## config.mk

```make
export PLATFORM = sky130hd
export DESIGN_NAME = vdib_cell
export DESIGN_NICKNAME = d
export VERILOG_FILES = /design/src/sv/vdib_pkg.sv /design/src/sv/vdib_cell.sv
export SDC_FILE = /design/constraint.sdc
export NUM_CORES = 1
export LEC_CHECK = 0
export ABC_AREA = 1
export BUFFER_PORTS_ARGS = -buffer_cell sky130_fd_sc_hd__buf_2
export CAP_MARGIN = 15
export CORE_UTILIZATION = 40
export DETAILED_ROUTE_END_ITERATION = 10
export PLACE_DENSITY_LB_ADDON = 0.12
export SYNTH_ARGS = -nofsm -noshare
export SYNTH_HDL_FRONTEND = slang
export SYNTH_SLANG_ARGS = --single-unit
```

## constraint.sdc

```tcl
create_clock -name clock -period 1.55 [get_ports clock]
set_input_delay 0.0775 -clock clock [delete_from_list [all_inputs] [get_ports clock]]
set_output_delay 0.0775 -clock clock [all_outputs]
set_load 0.05 [all_outputs]
```

## src/sv/vdib_pkg.sv

```systemverilog
package vdib_pkg;
   localparam int KEY_WORDS = 8;
   localparam int WORD_W = 32;
   localparam int KEY_W = KEY_WORDS * WORD_W;
   localparam int IDX_OUT_W = 8;
   localparam logic [WORD_W-1:0] ABS_MASK = 32'h7FFF_FFFF;
   localparam logic [WORD_W-1:0] EXP_ALL_ONES = 32'h7F80_0000;

   typedef enum logic [1:0] {
      ST_IDLE,
      ST_SEARCH,
      ST_RESP
   } state_type;

   // Float equality of two single-precision bit patterns.
   function automatic logic word_equal(input logic [WORD_W-1:0] a, input logic [WORD_W-1:0] b);
      logic [WORD_W-1:0] ma;
      logic [WORD_W-1:0] mb;
      ma = a & ABS_MASK;
      mb = b & ABS_MASK;
      if (ma > EXP_ALL_ONES || mb > EXP_ALL_ONES) begin
         return 1'b0;
      end
      if (ma == '0 && mb == '0) begin
         return 1'b1;
      end
      return a == b;
   endfunction

   function automatic logic key_equal(input logic [KEY_W-1:0] a, input logic [KEY_W-1:0] b);
      logic eq;
      eq = 1'b1;
      for (int w = 0; w < KEY_WORDS; w++) begin
         eq = eq & word_equal(a[w*WORD_W +: WORD_W], b[w*WORD_W +: WORD_W]);
      end
      return eq;
   endfunction
endpackage

```

## src/sv/vdib_cell.sv

```systemverilog
// One table entry: holds a key, compares the broadcast search key.
module vdib_cell
   import vdib_pkg::*;
(
   input  logic             clock,
   input  logic             reset,
   input  logic             clear,
   input  logic             load_prev,
   input  logic             load_here,
   input  logic [KEY_W-1:0] key,
   output logic             used_out,
   output logic             hit
);
   logic             used_ff, used_in;
   logic [KEY_W-1:0] key_ff;

   // Fill marker: next free cell is the first one whose predecessor is used
   always_comb begin
      used_in = used_ff;
      if (clear) begin
         used_in = 1'b0;
      end else if (load_here) begin
         used_in = 1'b1;
      end
   end

   always_ff @(posedge clock) begin
      if (reset) begin
         used_ff <= 1'b0;
      end else begin
         used_ff <= used_in;
      end
   end

   always_ff @(posedge clock) begin
      if (load_here) begin
         key_ff <= key;
      end
   end

   assign used_out = used_ff;
   assign hit      = used_ff & !clear & key_equal(key_ff, key) & !load_prev;
endmodule

```

==> out/results.txt <==
DRT Wirelength: 37300 um
Clk slew on worst S/H paths: 0.06 ns
Synth Cell Area: 0.0139 mm2
Vias in the first global route: 12800
Worst reg2reg startpoint: used_out
Status: complete, but fails checks
Max-cap violations: 0
Die span in y: 188 um
Worst setup margin: -0.804 ns
M2 GR Usage: 0.364
Final Hold Violating Endpoints: 0
Worst r2r path cells: 3
Via density: 4.53
H-tree levels: 1
Worst EP required: 1.47 ns
I/O pin total: 263
Skew final: 0 ns
Synth area leaders: edfxtp_1 (55%), nand2_1 (12%), xnor2_1 (10%)
Met1 Usage GRT: 0.279
Worst Path Class, Setup: register to primary output
Slew margin rel.: 0.759
Remaining global-route overflow: 0
Root Driver: clkbuf_16
DR pass1 iterations: 5
Most common cell in the netlist: nand2_1
Failing checks: negative setup slack
Hold slack: 0.254 ns
RSZ-0062 raised after global routing: yes
CP Capture Type: primary output
Combinational power share: 0.166
Crit-path most repeated cell: nand2_1
Largest net degree at the start of global routing: 66
Clk sink count: 257
Flop pwr share: 0.479
All-Layer GR Usage: 0.215
HPWL Detailed: 27000 um
Post-synth top cells: nand2_1 (461), nor2_1 (373), edfxtp_1 (256), xnor2_1 (161), inv_1 (141)
Placed cell area: 0.0170 mm2
R2r setup slk: 0.40 ns
Crit path cell chain: buf_6 > xnor2_2 > nand2_1 > nor2_1 > nand2_1 > nor2_2 > nand2_1 > nand2_1 > nand2_2 > nor2_2 > nand2_2 > nor2_4 > buf_12
Multi-input logic area: 0.00574 mm2
Synth Area per Inst: 8.84 um2
Hold path startpoint: key[31]
Slowest CP cell: edfxtp_1
Area leader, netlist: edfxtp_1
Hold Path Sink: key_ff[31]
FFs w/ async S/R, synth: 0
CTS tree: built
Initial Util: 0.411
Port buffer count: 262
Peak VDD IR: 780 uV
Crit Path Max Fanout: 2
Slew Limit Fails: 0
Clock buffer depth: 3
CTS Buf Count: 30
P per Cell Area: 878 mW/mm2
Netlist cell types: 19
Final period util: 1.52
Share of layout cells above drive strength 1: 0.216
Post-DR wirelength/cell: 13.6 um
Net Sw Frac: 0.250
Final Util: 0.609
Psw: 0.00451 W
Top Usage Layer GRT: met2
Clk pwr share: 0.355
Post-DRT Antenna Nets: 0
Worst-Skew Late Latency: 0.55 ns
Chip Width: 188 um
Rows: 67
Yosys synthesis warning count: 0
Reg-to-reg critical path endpoint: used_out
Post-Syn Instances: 1569
Min cycle time layout: 2.35 ns
Finished layout cell area: 0.0206 mm2
Seq. cell area: 0.00771 mm2
Slew @ Worst Pin: 0.361 ns
Initial antenna violation count: 15
Leak: 8.63 nW
Sequential area share after synthesis: 0.556
CORE AREA: 0.0338 mm2
Final setup fails: 1
Hold Path Stages: 2
Post-synth EDFFs: 256
Max Fclk: 425 MHz
DRC viols: 0
Global-route wire length before repair: 61900 um
P&R area growth vs syn: 48.5%
Number of nets in the layout: 2529
Yosys top cell area share: 0.554
Most used flip-flop cell after synthesis: edfxtp_1
Met3 usage: 0.0451
Routability cong.: 0.854
P_int: 0.0136 W
Worst Path Arrival: 2.28 ns
Mapped Nets: 1830
Worst path max stage delay: 0.42 ns
Die footprint: 0.0354 mm2
HP Class: input port to register
Iteration-0 DRC Markers: 531
Synthesized flop and latch total: 257
Filler cells: 2999
Startpoint types: register
Via Count: 12500
-- registers in the layout, indices dropped and copies added (netlist names) --
register and count:
used_out 1, key_ff 256
-- logic make-up (layout without fill, tap and decap cells) --
family | Yosys count | in the layout | synth area share
xor gates and xnor gates | 192 | 192 | 0.121
DFF | 257 | 257 | 0.556
other | 0 | 11 | 0
and+or+nand+nor | 963 | 963 | 0.280
AOI/OAI and AO/OA | 11 | 11 | 0.00397
buffers and inverters | 146 | 867 | 0.0395
-- how the worst max path moves through the flow --
| stage | startpoint | end | slack [ns] | depth (start not counted) |
|---|---|---|---|---|
| floorplan | key_ff[206] | hit | 0.01 | 11 |
| global placement | key_ff[194] | hit | -0.39 | 12 |
| detailed placement | key_ff[200] | hit | -0.42 | 12 |
| CTS | key_ff[201] | hit | -0.86 | 12 |
| global route | key_ff[198] | hit | -1.04 | 13 |
| finish | key_ff[198] | hit | -0.80 | 13 |
-- per-stage QoR --
step | instances | power (W) | setup TNS [ns] | setup WS, ns
after floorplan | 1569 | 0.00990 | 0 | 0.0113
after global placement | 2423 | 0.0112 | -0.389 | -0.389
after global routing | 2741 | 0.0189 | -1.04 | -1.04
final | 2749 | 0.0181 | -0.804 | -0.804
after detailed placement | 2423 | 0.0113 | -0.420 | -0.420
after CTS | 2738 | 0.0183 | -0.860 | -0.860
-- layer usage --
layer / share of wire / wire (um)
met2: 0.47 / 17500
met5: 0.0021 / 77
met1: 0.45 / 16700
met4: 0.024 / 878
met3: 0.059 / 2190
-- placed cells by master (no fill, tap or decap), types with 4 or more instances in the layout --
cell / count
dlygate4sd3_1: 259
nand3b_1: 5
clkbuf_1: 6
xor2_1: 31
buf_2: 260
nand4_1: 49
o21ai_1: 6
clkbuf_16: 31
inv_1: 141
xnor2_1: 159
inv_2: 5
nor3_1: 15
nor2_1: 353
nand2_2: 13
or2_1: 5
nand2_1: 449
o21ai_0: 4
edfxtp_1: 256
buf_12: 9
clkinv_1: 8
clkinv_2: 7
diode_2: 11
nor2_2: 20
nand3_1: 46
buf_4: 137
-- critical path, delay by kind of cell (launching register included) --
kind,cells,cell delay [ns]
flops,1,0.42
simple gates,10,0.87
buf+inv,2,0.29
xor+xnor,1,0.13
-- power groups by stage --
stage               Combinational, W  Clock, W  Sequential (W)
CTS                          0.00299   0.00661         0.00865
detailed placement           0.00246         0         0.00879
finish                       0.00300   0.00642         0.00865
global placement             0.00241         0         0.00877
floorplan                    0.00116         0         0.00874
global route                 0.00336   0.00684         0.00873
-- what timing repair did --
action | in CTS | in global routing
hold endpoints to repair | 278 | 0
gates cloned | 0 | 0
setup endpoints to repair | 1 | 1
resized for setup | 26 | 14
pin swaps | 15 | 4
hold buffers | 259 | 0
buffers inserted | 2 | 0
-- cell type report --
cell class,instances,share of cell area
repair buffers,667,0.249
clock inverters,17,0.00389
diodes,11,0.00134
flip-flops and latches,257,0.374
inverters,146,0.0266
multi-input cells,1166,0.279
clock buffers,37,0.0388
well taps,448,0.0272
Note: power is estimated with default switching activity, not from simulation.
